### config.mk
export PLATFORM = sky130hd
export DESIGN_NAME = lru_budget_eviction_table_top_flat
export DESIGN_NICKNAME = d
export VERILOG_FILES = /design/src/rtl/core/lbet_pkg.sv /design/src/rtl/core/lbet_item_if.sv /design/src/rtl/core/lbet_ram.sv /design/src/rtl/core/lru_budget_eviction_table_top.sv /design/src/flat_wrapper.sv
export SDC_FILE = /design/constraint.sdc
export NUM_CORES = 2
export LEC_CHECK = 0
export ABC_AREA = 1
export ABC_CLOCK_PERIOD_IN_PS = 18450
export BUFFER_PORTS_ARGS = -buffer_cell sky130_fd_sc_hd__buf_4
export CAP_MARGIN = 15
export CORE_ASPECT_RATIO = 1.4
export CORE_MARGIN = 2
export CORE_UTILIZATION = 35
export CTS_CLUSTER_DIAMETER = 60
export DETAILED_ROUTE_END_ITERATION = 7
export PLACE_DENSITY_LB_ADDON = 0.15
export SETUP_SLACK_MARGIN = 0.1
export SLEW_MARGIN = 20
export SYNTH_ARGS = -nofsm -noshare
export SYNTH_HDL_FRONTEND = slang
export SYNTH_SLANG_ARGS = --single-unit
### constraint.sdc
create_clock -name clk -period 18.45 [get_ports clk]
set_clock_uncertainty 0.05 [all_clocks]
set_input_delay 3.69 -clock clk [delete_from_list [all_inputs] [get_ports clk]]
set_output_delay 3.69 -clock clk [all_outputs]
set_load 0.005 [all_outputs]
### src/rtl/core/lbet_pkg.sv
// lbet_pkg: shared constants, opcodes and types for the eviction table
// depends on nothing; the interfaces and the top take it by scoped names
`default_nettype none

package lbet_pkg;

    localparam int ENTRIES     = 16;
    localparam int MAX_RESULTS = 16;
    localparam int IDX_W       = (ENTRIES > 1) ? $clog2(ENTRIES) : 1;
    localparam int CNT_W       = $clog2(ENTRIES + 1);
    localparam int K_W         = $clog2(MAX_RESULTS + 1);
    localparam int ID_W        = 32;
    localparam int LEN_W       = 25;
    localparam int STAMP_W     = 32;
    localparam int TOT_W       = 32;
    localparam int WORD_W      = STAMP_W + LEN_W + ID_W;
    localparam logic [31:0] BUDGET_RESET = 32'd16777216;

    typedef enum logic [2:0] {
        OP_CLEAR   = 3'd0,
        OP_INSERT  = 3'd1,
        OP_TOUCH   = 3'd2,
        OP_SET_EV  = 3'd3,
        OP_SET_PER = 3'd4,
        OP_MATER   = 3'd5,
        OP_EVICT   = 3'd6,
        OP_NONE    = 3'd7
    } op_t;

    typedef enum logic [1:0] {
        ST_OK       = 2'd0,
        ST_NOTFOUND = 2'd1,
        ST_FULL     = 2'd2,
        ST_RSVD     = 2'd3
    } status_t;

    typedef struct packed {
        logic [1:0]       status;
        logic             evicted;
        logic [ID_W-1:0]  victim_id;
        logic [LEN_W-1:0] victim_bytes;
        logic [TOT_W-1:0] freed_total;
        logic [TOT_W-1:0] resident_evictable_total;
        logic [TOT_W-1:0] footprint_total;
        logic             over_budget;
        logic             last;
    } result_t;

endpackage

`default_nettype wire

### src/rtl/core/lbet_item_if.sv
// lbet_item_if, lbet_result_if, lbet_cfg_if: valid/ready channels of the block
// depends on lbet_pkg for field widths
`default_nettype none

interface lbet_item_if;
    logic                        valid;
    logic                        ready;
    logic [2:0]                  opcode;
    logic [lbet_pkg::ID_W-1:0]   entry_id;
    logic [lbet_pkg::LEN_W-1:0]  length;
    logic                        flag;
    logic [31:0]                 limit;
    modport source (output valid, opcode, entry_id, length, flag, limit, input ready);
    modport sink   (input valid, opcode, entry_id, length, flag, limit, output ready);
endinterface

interface lbet_result_if;
    logic                        valid;
    logic                        ready;
    logic [1:0]                  status;
    logic                        evicted;
    logic [lbet_pkg::ID_W-1:0]   victim_id;
    logic [lbet_pkg::LEN_W-1:0]  victim_bytes;
    logic [31:0]                 freed_total;
    logic [31:0]                 resident_evictable_total;
    logic [31:0]                 footprint_total;
    logic                        over_budget;
    logic                        last;
    modport source (output valid, status, evicted, victim_id, victim_bytes, freed_total,
                    resident_evictable_total, footprint_total, over_budget, last,
                    input ready);
    modport sink   (input valid, status, evicted, victim_id, victim_bytes, freed_total,
                    resident_evictable_total, footprint_total, over_budget, last,
                    output ready);
endinterface

interface lbet_cfg_if;
    logic        valid;
    logic        ready;
    logic [31:0] data;
    modport source (output valid, data, input ready);
    modport sink   (input valid, data, output ready);
endinterface

`default_nettype wire

### src/rtl/core/lbet_ram.sv
// lbet_ram: simple dual-port synchronous ram, one write and one registered read
// depends on nothing
`default_nettype none

module lbet_ram #(
    parameter int WIDTH = 8,
    parameter int DEPTH = 16,
    parameter int AW    = 4
) (
    input  wire logic             clk,
    input  wire logic             we,
    input  wire logic [AW-1:0]    waddr,
    input  wire logic [WIDTH-1:0] wdata,
    input  wire logic             re,
    input  wire logic [AW-1:0]    raddr,
    output logic      [WIDTH-1:0] rdata
);

    logic [WIDTH-1:0] mem [DEPTH];

    // write port
    always_ff @(posedge clk)
    begin
        if (we)
        begin
            mem[waddr] <= wdata;
        end
    end

    // registered read port
    always_ff @(posedge clk)
    begin
        if (re)
        begin
            rdata <= mem[raddr];
        end
    end

endmodule

`default_nettype wire

### src/rtl/core/lru_budget_eviction_table_top.sv
// lru_budget_eviction_table_top: entry table with lru eviction to a byte limit
// depends on lbet_pkg, the lbet interfaces and lbet_ram
//
//   channel  dir  beat
//   item     in   opcode, entry_id, length, flag, limit
//   result   out  status, evicted, victim, totals, over_budget, last
//   cfg      in   budget_bytes write data
//
// clear, insert and opcode seven skip the scan; lookups and evict-to-fit scan
// the filled entries of the ram at one entry a cycle.
// evict-to-fit repeats the scan for each victim, so it costs up to 16 scans.
// the result register stalls the sequencer while the sink holds ready low.
// reset clears flags, count, clock and totals at once; no clearing pass.
`default_nettype none

module lru_budget_eviction_table_top (
    input  wire logic   clk,
    input  wire logic   rst_n,
    lbet_item_if.sink   item,
    lbet_result_if.source result,
    lbet_cfg_if.sink    cfg
);

    typedef enum logic [1:0] {
        S_IDLE,
        S_SCAN,
        S_DECIDE,
        S_FLUSH
    } state_t;

    localparam int IW = lbet_pkg::IDX_W;
    localparam int CW = lbet_pkg::CNT_W;
    localparam int KW = lbet_pkg::K_W;
    localparam int LW = lbet_pkg::LEN_W;
    localparam int SW = lbet_pkg::STAMP_W;
    localparam int DW = lbet_pkg::ID_W;
    localparam int WW = lbet_pkg::WORD_W;
    localparam int NE = lbet_pkg::ENTRIES;

    // opcode codes as plain vectors for the set test
    localparam logic [2:0] OP_TOUCH_C   = lbet_pkg::OP_TOUCH;
    localparam logic [2:0] OP_SET_EV_C  = lbet_pkg::OP_SET_EV;
    localparam logic [2:0] OP_SET_PER_C = lbet_pkg::OP_SET_PER;
    localparam logic [2:0] OP_MATER_C   = lbet_pkg::OP_MATER;
    localparam logic [2:0] OP_EVICT_C   = lbet_pkg::OP_EVICT;

    state_t state_reg, state_next;

    // latched operation
    lbet_pkg::op_t   op_reg;
    logic [DW-1:0]   id_reg;
    logic [LW-1:0]   len_reg;
    logic            flag_reg;
    logic [31:0]     limit_reg;

    // table state
    logic [NE-1:0]   res_reg, res_next;
    logic [NE-1:0]   per_reg, per_next;
    logic [NE-1:0]   ev_reg, ev_next;
    logic [CW-1:0]   count_reg, count_next;
    logic [SW-1:0]   clock_reg, clock_next;
    logic [31:0]     re_tot_reg, re_tot_next;
    logic [31:0]     fp_tot_reg, fp_tot_next;
    logic [31:0]     budget_reg;

    // scan control
    logic [CW-1:0]   issue_reg, issue_next;
    logic            rv_reg, rv_next;
    logic [IW-1:0]   ridx_reg, ridx_next;
    logic            hit_reg, hit_next;
    logic [IW-1:0]   hidx_reg, hidx_next;
    logic [DW-1:0]   hid_reg, hid_next;
    logic [LW-1:0]   hlen_reg, hlen_next;
    logic [SW-1:0]   hstamp_reg, hstamp_next;

    // eviction progress
    logic [KW-1:0]   k_reg, k_next;
    logic [31:0]     freed_reg, freed_next;
    lbet_pkg::result_t pend_reg, pend_next;

    // result register
    logic              ov_reg, ov_next;
    lbet_pkg::result_t out_reg, out_next;

    // ram ports
    logic            we;
    logic [IW-1:0]   waddr;
    logic [WW-1:0]   wdata;
    logic            ren;
    logic [IW-1:0]   raddr;
    logic [WW-1:0]   rdata;

    logic            out_free;
    logic            accept;
    logic [DW-1:0]   rd_id;
    logic [LW-1:0]   rd_len;
    logic [SW-1:0]   rd_stamp;
    logic            rd_cand;
    logic [31:0]     hlen32;
    logic            old_c, old_f, new_c, new_f;
    logic            nr, np, ne;

    lbet_ram #(.WIDTH(WW), .DEPTH(NE), .AW(IW)) u_ram (
        .clk   (clk),
        .we    (we),
        .waddr (waddr),
        .wdata (wdata),
        .re    (ren),
        .raddr (raddr),
        .rdata (rdata)
    );

    assign accept       = item.valid && item.ready;
    assign item.ready   = (state_reg == S_IDLE);
    assign cfg.ready    = 1'b1;
    assign out_free     = !ov_reg || result.ready;
    assign {rd_stamp, rd_len, rd_id} = rdata;
    assign rd_cand      = res_reg[ridx_reg] && !per_reg[ridx_reg] && ev_reg[ridx_reg];
    assign hlen32       = 32'(hlen_reg);

    // result port
    assign result.valid                    = ov_reg;
    assign result.status                   = out_reg.status;
    assign result.evicted                  = out_reg.evicted;
    assign result.victim_id                = out_reg.victim_id;
    assign result.victim_bytes             = out_reg.victim_bytes;
    assign result.freed_total              = out_reg.freed_total;
    assign result.resident_evictable_total = out_reg.resident_evictable_total;
    assign result.footprint_total          = out_reg.footprint_total;
    assign result.over_budget              = out_reg.over_budget;
    assign result.last                     = out_reg.last;

    // sequencer next state
    always_comb
    begin
        state_next  = state_reg;
        res_next    = res_reg;
        per_next    = per_reg;
        ev_next     = ev_reg;
        count_next  = count_reg;
        clock_next  = clock_reg;
        re_tot_next = re_tot_reg;
        fp_tot_next = fp_tot_reg;
        issue_next  = issue_reg;
        rv_next     = 1'b0;
        ridx_next   = ridx_reg;
        hit_next    = hit_reg;
        hidx_next   = hidx_reg;
        hid_next    = hid_reg;
        hlen_next   = hlen_reg;
        hstamp_next = hstamp_reg;
        k_next      = k_reg;
        freed_next  = freed_reg;
        pend_next   = pend_reg;
        ov_next     = ov_reg && !result.ready;
        out_next    = out_reg;
        we          = 1'b0;
        waddr       = hidx_reg;
        wdata       = {hstamp_reg, hlen_reg, hid_reg};
        ren         = 1'b0;
        raddr       = issue_reg[IW-1:0];
        old_c       = res_reg[hidx_reg] && !per_reg[hidx_reg] && ev_reg[hidx_reg];
        old_f       = per_reg[hidx_reg] || !ev_reg[hidx_reg];
        nr          = res_reg[hidx_reg];
        np          = per_reg[hidx_reg];
        ne          = ev_reg[hidx_reg];
        new_c       = 1'b0;
        new_f       = 1'b0;

        case (state_reg)
            S_IDLE:
            begin
                if (accept)
                begin
                    k_next     = '0;
                    freed_next = '0;
                    issue_next = '0;
                    hit_next   = 1'b0;
                    if (item.opcode inside {OP_TOUCH_C, OP_SET_EV_C, OP_SET_PER_C,
                                            OP_MATER_C, OP_EVICT_C})
                    begin
                        state_next = S_SCAN;
                    end
                    else
                    begin
                        state_next = S_DECIDE;
                    end
                end
            end

            S_SCAN:
            begin
                // issue one read a cycle over the filled entries
                if (issue_reg < count_reg)
                begin
                    ren        = 1'b1;
                    rv_next    = 1'b1;
                    ridx_next  = issue_reg[IW-1:0];
                    issue_next = issue_reg + CW'(1);
                end
                // look at the entry read last cycle
                if (rv_reg)
                begin
                    if (op_reg == lbet_pkg::OP_EVICT)
                    begin
                        if (rd_cand && (!hit_reg || rd_stamp < hstamp_reg))
                        begin
                            hit_next    = 1'b1;
                            hidx_next   = ridx_reg;
                            hid_next    = rd_id;
                            hlen_next   = rd_len;
                            hstamp_next = rd_stamp;
                        end
                    end
                    else if (!hit_reg && rd_id == id_reg)
                    begin
                        hit_next    = 1'b1;
                        hidx_next   = ridx_reg;
                        hid_next    = rd_id;
                        hlen_next   = rd_len;
                        hstamp_next = rd_stamp;
                    end
                end
                if (!rv_reg && !(issue_reg < count_reg))
                begin
                    state_next = S_DECIDE;
                end
            end

            S_DECIDE:
            begin
                if (out_free)
                begin
                    out_next = '0;
                    out_next.last = 1'b1;
                    case (op_reg)
                        lbet_pkg::OP_CLEAR:
                        begin
                            res_next    = '0;
                            per_next    = '0;
                            ev_next     = '0;
                            count_next  = '0;
                            re_tot_next = '0;
                            fp_tot_next = '0;
                            ov_next     = 1'b1;
                            state_next  = S_IDLE;
                        end
                        lbet_pkg::OP_INSERT:
                        begin
                            if (count_reg >= CW'(NE))
                            begin
                                out_next.status = lbet_pkg::ST_FULL;
                            end
                            else
                            begin
                                we        = 1'b1;
                                waddr     = count_reg[IW-1:0];
                                wdata     = {SW'(0), len_reg, id_reg};
                                res_next[count_reg[IW-1:0]] = flag_reg;
                                per_next[count_reg[IW-1:0]] = 1'b0;
                                ev_next[count_reg[IW-1:0]]  = 1'b1;
                                count_next = count_reg + CW'(1);
                                if (flag_reg)
                                begin
                                    re_tot_next = re_tot_reg + 32'(len_reg);
                                end
                            end
                            ov_next    = 1'b1;
                            state_next = S_IDLE;
                        end
                        lbet_pkg::OP_TOUCH, lbet_pkg::OP_SET_EV,
                        lbet_pkg::OP_SET_PER, lbet_pkg::OP_MATER:
                        begin
                            if (!hit_reg)
                            begin
                                out_next.status = lbet_pkg::ST_NOTFOUND;
                            end
                            else if (op_reg == lbet_pkg::OP_TOUCH)
                            begin
                                clock_next = clock_reg + SW'(1);
                                we         = 1'b1;
                                wdata      = {clock_reg + SW'(1), hlen_reg, hid_reg};
                            end
                            else
                            begin
                                if (op_reg == lbet_pkg::OP_SET_EV)
                                begin
                                    ne = flag_reg;
                                end
                                else if (op_reg == lbet_pkg::OP_SET_PER)
                                begin
                                    np = flag_reg;
                                end
                                else
                                begin
                                    nr = 1'b1;
                                end
                                new_c = nr && !np && ne;
                                new_f = np || !ne;
                                res_next[hidx_reg] = nr;
                                per_next[hidx_reg] = np;
                                ev_next[hidx_reg]  = ne;
                                re_tot_next = re_tot_reg - (old_c ? hlen32 : 32'd0)
                                              + (new_c ? hlen32 : 32'd0);
                                fp_tot_next = fp_tot_reg - (old_f ? hlen32 : 32'd0)
                                              + (new_f ? hlen32 : 32'd0);
                            end
                            ov_next    = 1'b1;
                            state_next = S_IDLE;
                        end
                        lbet_pkg::OP_EVICT:
                        begin
                            if (k_reg == '0 && (re_tot_reg <= limit_reg || !hit_reg))
                            begin
                                // nothing to drop
                                ov_next    = 1'b1;
                                state_next = S_IDLE;
                            end
                            else if (!hit_reg)
                            begin
                                // no candidate left: held victim closes the run
                                out_next   = pend_reg;
                                ov_next    = 1'b1;
                                state_next = S_IDLE;
                            end
                            else
                            begin
                                if (k_reg != '0)
                                begin
                                    out_next      = pend_reg;
                                    out_next.last = 1'b0;
                                    ov_next       = 1'b1;
                                end
                                res_next[hidx_reg] = 1'b0;
                                re_tot_next = re_tot_reg - hlen32;
                                freed_next  = freed_reg + hlen32;
                                k_next      = k_reg + KW'(1);
                                pend_next.status       = lbet_pkg::ST_OK;
                                pend_next.evicted      = 1'b1;
                                pend_next.victim_id    = hid_reg;
                                pend_next.victim_bytes = hlen_reg;
                                pend_next.freed_total  = freed_reg + hlen32;
                                pend_next.resident_evictable_total = re_tot_reg - hlen32;
                                pend_next.footprint_total = fp_tot_reg;
                                pend_next.over_budget  = fp_tot_reg > budget_reg;
                                pend_next.last         = 1'b1;
                                if (k_reg + KW'(1) >= KW'(lbet_pkg::MAX_RESULTS)
                                    || re_tot_reg - hlen32 <= limit_reg)
                                begin
                                    state_next = S_FLUSH;
                                end
                                else
                                begin
                                    issue_next = '0;
                                    hit_next   = 1'b0;
                                    state_next = S_SCAN;
                                end
                            end
                        end
                        default:
                        begin
                            ov_next    = 1'b1;
                            state_next = S_IDLE;
                        end
                    endcase
                    // totals shown on a non-victim beat follow this step
                    if (!out_next.evicted)
                    begin
                        out_next.resident_evictable_total = re_tot_next;
                        out_next.footprint_total          = fp_tot_next;
                        out_next.over_budget              = fp_tot_next > budget_reg;
                    end
                end
            end

            S_FLUSH:
            begin
                if (out_free)
                begin
                    out_next   = pend_reg;
                    ov_next    = 1'b1;
                    state_next = S_IDLE;
                end
            end

            default:
            begin
                state_next = S_IDLE;
            end
        endcase
    end

    // control, state and result registers
    always_ff @(posedge clk or negedge rst_n)
    begin
        if (!rst_n)
        begin
            state_reg  <= S_IDLE;
            res_reg    <= '0;
            per_reg    <= '0;
            ev_reg     <= '0;
            count_reg  <= '0;
            clock_reg  <= '0;
            re_tot_reg <= '0;
            fp_tot_reg <= '0;
            budget_reg <= lbet_pkg::BUDGET_RESET;
            issue_reg  <= '0;
            rv_reg     <= 1'b0;
            hit_reg    <= 1'b0;
            k_reg      <= '0;
            freed_reg  <= '0;
            ov_reg     <= 1'b0;
            out_reg    <= '0;
        end
        else
        begin
            state_reg  <= state_next;
            res_reg    <= res_next;
            per_reg    <= per_next;
            ev_reg     <= ev_next;
            count_reg  <= count_next;
            clock_reg  <= clock_next;
            re_tot_reg <= re_tot_next;
            fp_tot_reg <= fp_tot_next;
            if (cfg.valid)
            begin
                budget_reg <= cfg.data;
            end
            issue_reg  <= issue_next;
            rv_reg     <= rv_next;
            hit_reg    <= hit_next;
            k_reg      <= k_next;
            freed_reg  <= freed_next;
            ov_reg     <= ov_next;
            out_reg    <= out_next;
        end
    end

    // payload registers
    always_ff @(posedge clk)
    begin
        if (accept)
        begin
            op_reg    <= lbet_pkg::op_t'(item.opcode);
            id_reg    <= item.entry_id;
            len_reg   <= item.length;
            flag_reg  <= item.flag;
            limit_reg <= item.limit;
        end
        ridx_reg   <= ridx_next;
        hidx_reg   <= hidx_next;
        hid_reg    <= hid_next;
        hlen_reg   <= hlen_next;
        hstamp_reg <= hstamp_next;
        pend_reg   <= pend_next;
    end

endmodule

`default_nettype wire
### src/flat_wrapper.sv
// flat-port wrapper written by rule: the top's interface ports become plain ports
module lru_budget_eviction_table_top_flat 
  (clk, rst_n, item_valid, item_opcode, item_entry_id, item_length, item_flag, item_limit, item_ready, result_valid, result_status, result_evicted, result_victim_id, result_victim_bytes, result_freed_total, result_resident_evictable_total, result_footprint_total, result_over_budget, result_last, result_ready, cfg_valid, cfg_data, cfg_ready);
  lbet_item_if item_i ();
  lbet_result_if result_i ();
  lbet_cfg_if cfg_i ();
  input  wire logic clk;
  input  wire logic rst_n;
  input wire logic [$bits(item_i.valid)-1:0] item_valid;
  input wire logic [$bits(item_i.opcode)-1:0] item_opcode;
  input wire logic [$bits(item_i.entry_id)-1:0] item_entry_id;
  input wire logic [$bits(item_i.length)-1:0] item_length;
  input wire logic [$bits(item_i.flag)-1:0] item_flag;
  input wire logic [$bits(item_i.limit)-1:0] item_limit;
  output wire logic [$bits(item_i.ready)-1:0] item_ready;
  output wire logic [$bits(result_i.valid)-1:0] result_valid;
  output wire logic [$bits(result_i.status)-1:0] result_status;
  output wire logic [$bits(result_i.evicted)-1:0] result_evicted;
  output wire logic [$bits(result_i.victim_id)-1:0] result_victim_id;
  output wire logic [$bits(result_i.victim_bytes)-1:0] result_victim_bytes;
  output wire logic [$bits(result_i.freed_total)-1:0] result_freed_total;
  output wire logic [$bits(result_i.resident_evictable_total)-1:0] result_resident_evictable_total;
  output wire logic [$bits(result_i.footprint_total)-1:0] result_footprint_total;
  output wire logic [$bits(result_i.over_budget)-1:0] result_over_budget;
  output wire logic [$bits(result_i.last)-1:0] result_last;
  input wire logic [$bits(result_i.ready)-1:0] result_ready;
  input wire logic [$bits(cfg_i.valid)-1:0] cfg_valid;
  input wire logic [$bits(cfg_i.data)-1:0] cfg_data;
  output wire logic [$bits(cfg_i.ready)-1:0] cfg_ready;
  assign item_i.valid = item_valid;
  assign item_i.opcode = item_opcode;
  assign item_i.entry_id = item_entry_id;
  assign item_i.length = item_length;
  assign item_i.flag = item_flag;
  assign item_i.limit = item_limit;
  assign item_ready = item_i.ready;
  assign result_valid = result_i.valid;
  assign result_status = result_i.status;
  assign result_evicted = result_i.evicted;
  assign result_victim_id = result_i.victim_id;
  assign result_victim_bytes = result_i.victim_bytes;
  assign result_freed_total = result_i.freed_total;
  assign result_resident_evictable_total = result_i.resident_evictable_total;
  assign result_footprint_total = result_i.footprint_total;
  assign result_over_budget = result_i.over_budget;
  assign result_last = result_i.last;
  assign result_i.ready = result_ready;
  assign cfg_i.valid = cfg_valid;
  assign cfg_i.data = cfg_data;
  assign cfg_ready = cfg_i.ready;
  lru_budget_eviction_table_top u_core (.clk(clk), .rst_n(rst_n), .item(item_i), .result(result_i), .cfg(cfg_i));
endmodule
Word-level counts from Yosys, hierarchy flattened
Memories as Yosys holds them, arrays and structs flattened. A register that Yosys moved wholly into a read port is not among the register bits.
Cells that the tools add are included.
{ "word_totals": {"ff_bits": 730, "ram_bits": 1424, "n_memories": 1} }
{ "op_classes": {"addsub": 11, "magnitude_cmp": 13, "n_eq_ne": 33, "mux": 164, "n_bitwise": 6, "n_reduce_logical": 56} }
{ "memory_table": {"columns": ["name", "words", "width", "read_ports", "rd_clocked_by_memory_dff", "wr", "line_no", "text"], "rows": [
  ["u_core.u_ram.mem", 16, 89, 1, 1, 1, "lbet_ram.sv:19", "logic [WIDTH-1:0] mem [DEPTH];"]
]} }
{ "op_table": {"columns": ["cell", "n"], "rows": [
  ["two-way mux 32 bit", 21],
  ["two-way mux 158 bit", 4],
  ["two-way mux 156 bit", 4],
  ["two-way mux 89 bit", 5],
  ["case mux 158 bit (2 select lines)", 1],
  ["case mux 89 bit (2 select lines)", 1],
  ["two-way mux 16 bit", 11],
  ["two-way mux 25 bit", 7],
  ["case mux 32 bit (2 select lines)", 2],
  ["case mux 32 bit (4 select lines)", 1],
  ["case mux 16 bit (3 select lines)", 2],
  ["two-way mux 65 bit", 1],
  ["adder 32 x 25 -> 32 bit", 2],
  ["adder 32 bit", 2],
  ["bitwise mux 16 bit", 4],
  ["> comparator 32 bit", 2],
  ["<= comparator 32 bit", 2],
  ["case mux 16 bit (4 select lines)", 1],
  ["subtractor 32 bit", 2],
  ["two-way mux 5 bit", 12],
  ["two-way mux 1 bit", 54],
  ["adder 32 x 1 -> 32 bit (second input constant)", 1],
  ["AND 16 bit", 2],
  ["== test 32 bit", 1],
  ["other kinds (46)", 138]
]} }

Logic depth before layout (Yosys ltp)
{ "logic_depth": {"word_depth": 21, "depth_mapped": 40} }

By module
From an unflattened synthesis, not the netlist that was laid out.
{ "unflattened": {"cells_unflattened": 12116, "hier_area_um2": 111684.6} }
{ "by_module_without_submodules": {"columns": ["mod", "n_inst", "cells_each", "area_each_um2", "seq_area_each_um2"], "rows": [
  ["lbet_ram", 1, 5843, 63412.1, 45433.6],
  ["lru_budget_eviction_table_top", 1, 6273, 48272.5, 19990.4]
]} }

Worst setup path after synthesis
Ideal clock, no wire load.
{ "synth_timing": {"path_type": "input to register", "from": "input port result_ready", "to": "register u_core.pend_reg[100] in the netlist's numbering, enable pin", "setup_time_ns": 0.670, "arrival_time_ns": 10.850, "slack_ns": 6.880, "path_stages": 6, "n_path_buf": 2, "path_cell_list": "nor2_1 -> nor2_2 -> inv_2 -> clkbuf_1 -> clkbuf_1 -> nor2_1"} }
{ "synth_between": {"elab_chain_len": 2} }
{ "synth_rtl": {"columns": ["item", "line_no", "text"], "rows": [
  ["start: declaration", "flat_wrapper.sv:26", "input wire logic [$bits(result_i.ready)-1:0] result_ready;"],
  ["logical OR 1 bit", "lru_budget_eviction_table_top.sv:116", "assign out_free = !ov_reg || result.ready;"],
  ["AND reduction 5 bit (no line)", null, null],
  ["end signal: assignment", "lru_budget_eviction_table_top.sv:455", "pend_reg <= pend_next;"],
  ["end: declaration", "lru_budget_eviction_table_top.sv:79", "lbet_pkg::result_t pend_reg, pend_next;"]
]} }
No other way between the ends.
A chain may end at the register's enable or synchronous reset.

Worst setup path after layout
{ "layout_timing": {"from": "input port result_ready", "to": "memory u_core.u_ram.mem[3][67] in the netlist's numbering, enable pin"} }
{ "layout_between": {"elab_chain_len": 5, "word_cells_on_any_way": 7, "classes_between": "6 x mux; 1 x reduce/logical"} }
{ "layout_rtl": {"columns": ["item", "line_no", "text"], "rows": [
  ["logical OR 1 bit (*)", "lru_budget_eviction_table_top.sv:116", null],
  ["two-way mux 1 bit", "lru_budget_eviction_table_top.sv:232", "if (out_free)"],
  ["two-way mux 1 bit", "lru_budget_eviction_table_top.sv:170", "case (state_reg)"],
  ["two-way mux 1 bit", "lbet_ram.sv:24", "if (we)"],
  ["two-way mux 1 bit (implied by the code)", "lbet_ram.sv:26", "mem[waddr] <= wdata;"],
  ["end: declaration", "lbet_ram.sv:19", null]
]} }
Mark *: on every way between the ends. The rest lies on a longest branch, timed or not.

==> results.py <==
metrics = {
    "clocking": {
        "clk_pin_slew_ns": 0.06,
        "cts_inserted_buffers": 239,
        "postCtsHoldBufs": 0,
        "clock_sinks": 2243,
        "cts_tree": "done",
        "clockBufferDepth": 4,
        "cts.repair.resized": 0,
        "clock_latency_ns": 0.96,
        "cts_max_level": 4,
        "post_cts_buffers": 0,
        "cts_root_buffer": "clkbuf_16",
    },
    "layout": {
        "largest_reg_flops": 1424,
        "num-nets-final": 10600,
        "fillCellCount": 28900,
        "layout_common_cells": "1857 x edfxtp_1, 1811 x nand2_1, 1143 x nor2_1",
        "syn2layout_area_growth_pct": 14.2,
        "final_common_cell": "edfxtp_1",
        "finish.utilization": 0.402,
        "drive_above_1_share": 0.0930,
    },
    "routing": {
        "wl_um": 370000,
        "routedWlPerCell_um": 26.0,
        "drt-initial-drc-count": 6731,
        "via_per_inst": 5.38,
        "firstDrtPassIters": 8,
        "num_vias": 76500,
        "drtAntennaViolNets": 0,
        "route.detailed.drc": 0,
    },
    "floorplanning": {
        "die_area_um2": 303000,
        "io_pins": 291,
        "coreArea_um2": 298000,
        "die_w_um": 466,
        "rows": 237,
        "die-height_um": 651,
        "start_util": 0.352,
    },
    "sta": {
        "max_freq_ghz": 0.116,
        "rsz0062_at_grt": "false",
        "min_period_over_period": 0.469,
        "maxSlewViolCount": 0,
        "setup_viol": 0,
        "finalSetupTns_ns": 0,
        "layout_setup_ws_ns": 9.80,
        "tightest_slew_ns": 1.16,
        "finalCriticalPeriod_ns": 8.65,
        "finalHoldViolations": 0,
        "slew_headroom": 0.228,
    },
    "global_route": {
        "grt_max_degree": 139,
        "grt.busiest_layer": "met2",
        "grt_pass1_vias": 75700,
        "antenna_found_initial": 17,
        "grt-ovfl-total": 0,
        "grt_use_met3": 0.0236,
        "grt_usage": 0.238,
        "gr-usage-met2": 0.421,
        "grt_use_met1": 0.289,
        "grt_pass1_wl_um": 531000,
    },
    "logic_synthesis": {
        "synthXorXnorAreaFrac": 0.00829,
        "syn_area_um2": 105000,
        "yosys.area_share.adder": 0.0491,
        "yosys_warnings": 0,
        "synth_edf_count": 1857,
        "yosys.area_share.simple": 0.151,
        "avgSynthCellArea_um2": 10.7,
        "synth_ff_type": "edfxtp_1",
        "synth_compound_gate_area_share": 0.108,
        "synth.net_count": 10300,
        "ys_seq_area_frac": 0.625,
        "synth_top_family_by_area": "simple AND/OR/NAND/NOR gates",
        "yosys.cell_types.count": 64,
        "synth_seq_cells": 2243,
        "synthMuxAreaShare": 0.0142,
        "syn_inst": 9787,
        "async_flop_share": 0.172,
    },
    "flow_run": {
        "drv_cap": 0,
    },
    "placed_design": {
        "io_buffers": 289,
        "dp_slack_ns": 8.89,
        "hpwl_um": 254000,
        "gp_congestion": 0.995,
    },
    "worst_hold_path": {
        "min_delay_path_depth": 0,
        "hold_class": "register to register",
    },
    "outcome": {
        "status": "finished clean",
    },
    "setup_path": {
        "startpoint_type": "input port",
        "cp-end-kind": "register",
        "crit_type": "input port to register",
        "reg2reg_depth": 36,
        "crit_arrival_ns": 9.06,
        "crit_fanout": 44,
        "critPathRequiredTime_ns": 18.86,
    },
    "pwr": {
        "powerDensity_nw_per_um2": 142,
        "p_leak_uw": 0.0459,
        "vdd_drop_max_uv": 86.7,
    },
}
[cell families (layout without fill, tap and decap cells)]
family | count (synthesis) | in the layout
adder cells (fa/ha/maj) | 379 | 379
AO/OA/AOI/OAI | 1852 | 1852
AND/OR/NAND/NOR | 3835 | 3835
buffers and inverters | 1230 | 1711
other | 1 | 8
multiplexers | 148 | 148
XOR/XNOR | 99 | 99
flip-flops | 2243 | 2243
[worst max-delay path, stage by stage]
cell	delay [ns]
buf_4	0.11
nor2_1	0.07
buf_4	0.18
nor2_4	0.56
inv_2	0.24
nor2_2	0.35
nand2_2	0.07
buf_4	0.30
inv_2	0.42
o21ai_1	0.33
inv_1	0.15
nand3_1	0.30
nor2_4	0.78
buf_4	0.79
buf_4	0.63
[Yosys cell counts, drive strengths merged (10+ instances only)]
| master | count | area share |
|---|---|---|
| edfxtp | 1857 | 0.53 |
| nand2 | 1821 | 0.066 |
| nor2 | 1177 | 0.043 |
| o21ai | 837 | 0.040 |
| inv | 783 | 0.028 |
| nand3 | 619 | 0.030 |
| dfrtp | 385 | 0.092 |
| a21oi | 381 | 0.018 |
| clkbuf | 343 | 0.012 |
| ha | 326 | 0.039 |
| o32ai | 209 | 0.017 |
| o221ai | 150 | 0.013 |
| mux2i | 147 | 0.014 |
| nand4 | 105 | 0.0063 |
| buf | 98 | 0.0044 |
| o211ai | 71 | 0.0051 |
| xor2 | 62 | 0.0052 |
| nor3 | 54 | 0.0029 |
| fa | 53 | 0.010 |
| o22ai | 50 | 0.0030 |
| xnor2 | 37 | 0.0031 |
| a31oi | 35 | 0.0021 |
| a22oi | 33 | 0.0024 |
| or2 | 20 | 0.0012 |
| o21bai | 19 | 0.0014 |
| a21o | 18 | 0.0013 |
| nor4 | 15 | 0.00090 |
| o21a | 14 | 0.0010 |
| nand3b | 13 | 0.00093 |
| a211oi | 10 | 0.00077 |
[report_power, final]
part / switching, uW / total (uW) / internal (uW)
Clock: 2060 / 4790 / 2730
Sequential: 443 / 6500 / 6060
Combinational: 3970 / 5710 / 1730
Total: 6470 / 17000 / 10500
[path summary, 6_finish.rpt]
path                                         from                            end  slack [ns]
setup / recovery                     result_ready        u_core.u_ram.mem[3][67]        9.80
hold / removal             u_core.u_ram.rdata[50]            u_core.hlen_reg[18]        0.33
setup reg to reg               u_core.hidx_reg[1]      u_core.result.over_budget       10.24
hold reg to reg            u_core.u_ram.rdata[50]            u_core.hlen_reg[18]        0.33
max in group asynchronous                   rst_n            u_core.clock_reg[8]       13.18
min in group asynchronous                   rst_n  u_core.result.freed_total[31]        2.83
[metal layers]
metal  vias up  share of wire
met5         -       0.000046
met3       637          0.043
li1      35200              -
met1     38400           0.40
met2      2199           0.51
met4         2          0.053
[area by class of cell]
type	instances	area [um2]	area share
diodes	7	17.5	0.000147
clock buffers	312	6520	0.0545
clock inverters	122	1190	0.00993
inverters	789	2990	0.0250
multi-input cells	6314	34800	0.291
flip-flops and latches	2243	65400	0.547
well taps	3943	4930	0.0413
repair buffers	488	3690	0.0309
[per-stage QoR]
stage	area (um2)	hold WS [ns]	power, uW	cells
final	120000	0.328	17000	14200
after global routing	120000	0.373	17900	14200
after CTS	119000	0.331	17100	14200
after detailed placement	112000	0.356	12300	13800
after global placement	112000	0.354	12200	13800
after floorplan	105000	0.350	9970	9787
Power figures use the tool's default switching activity.
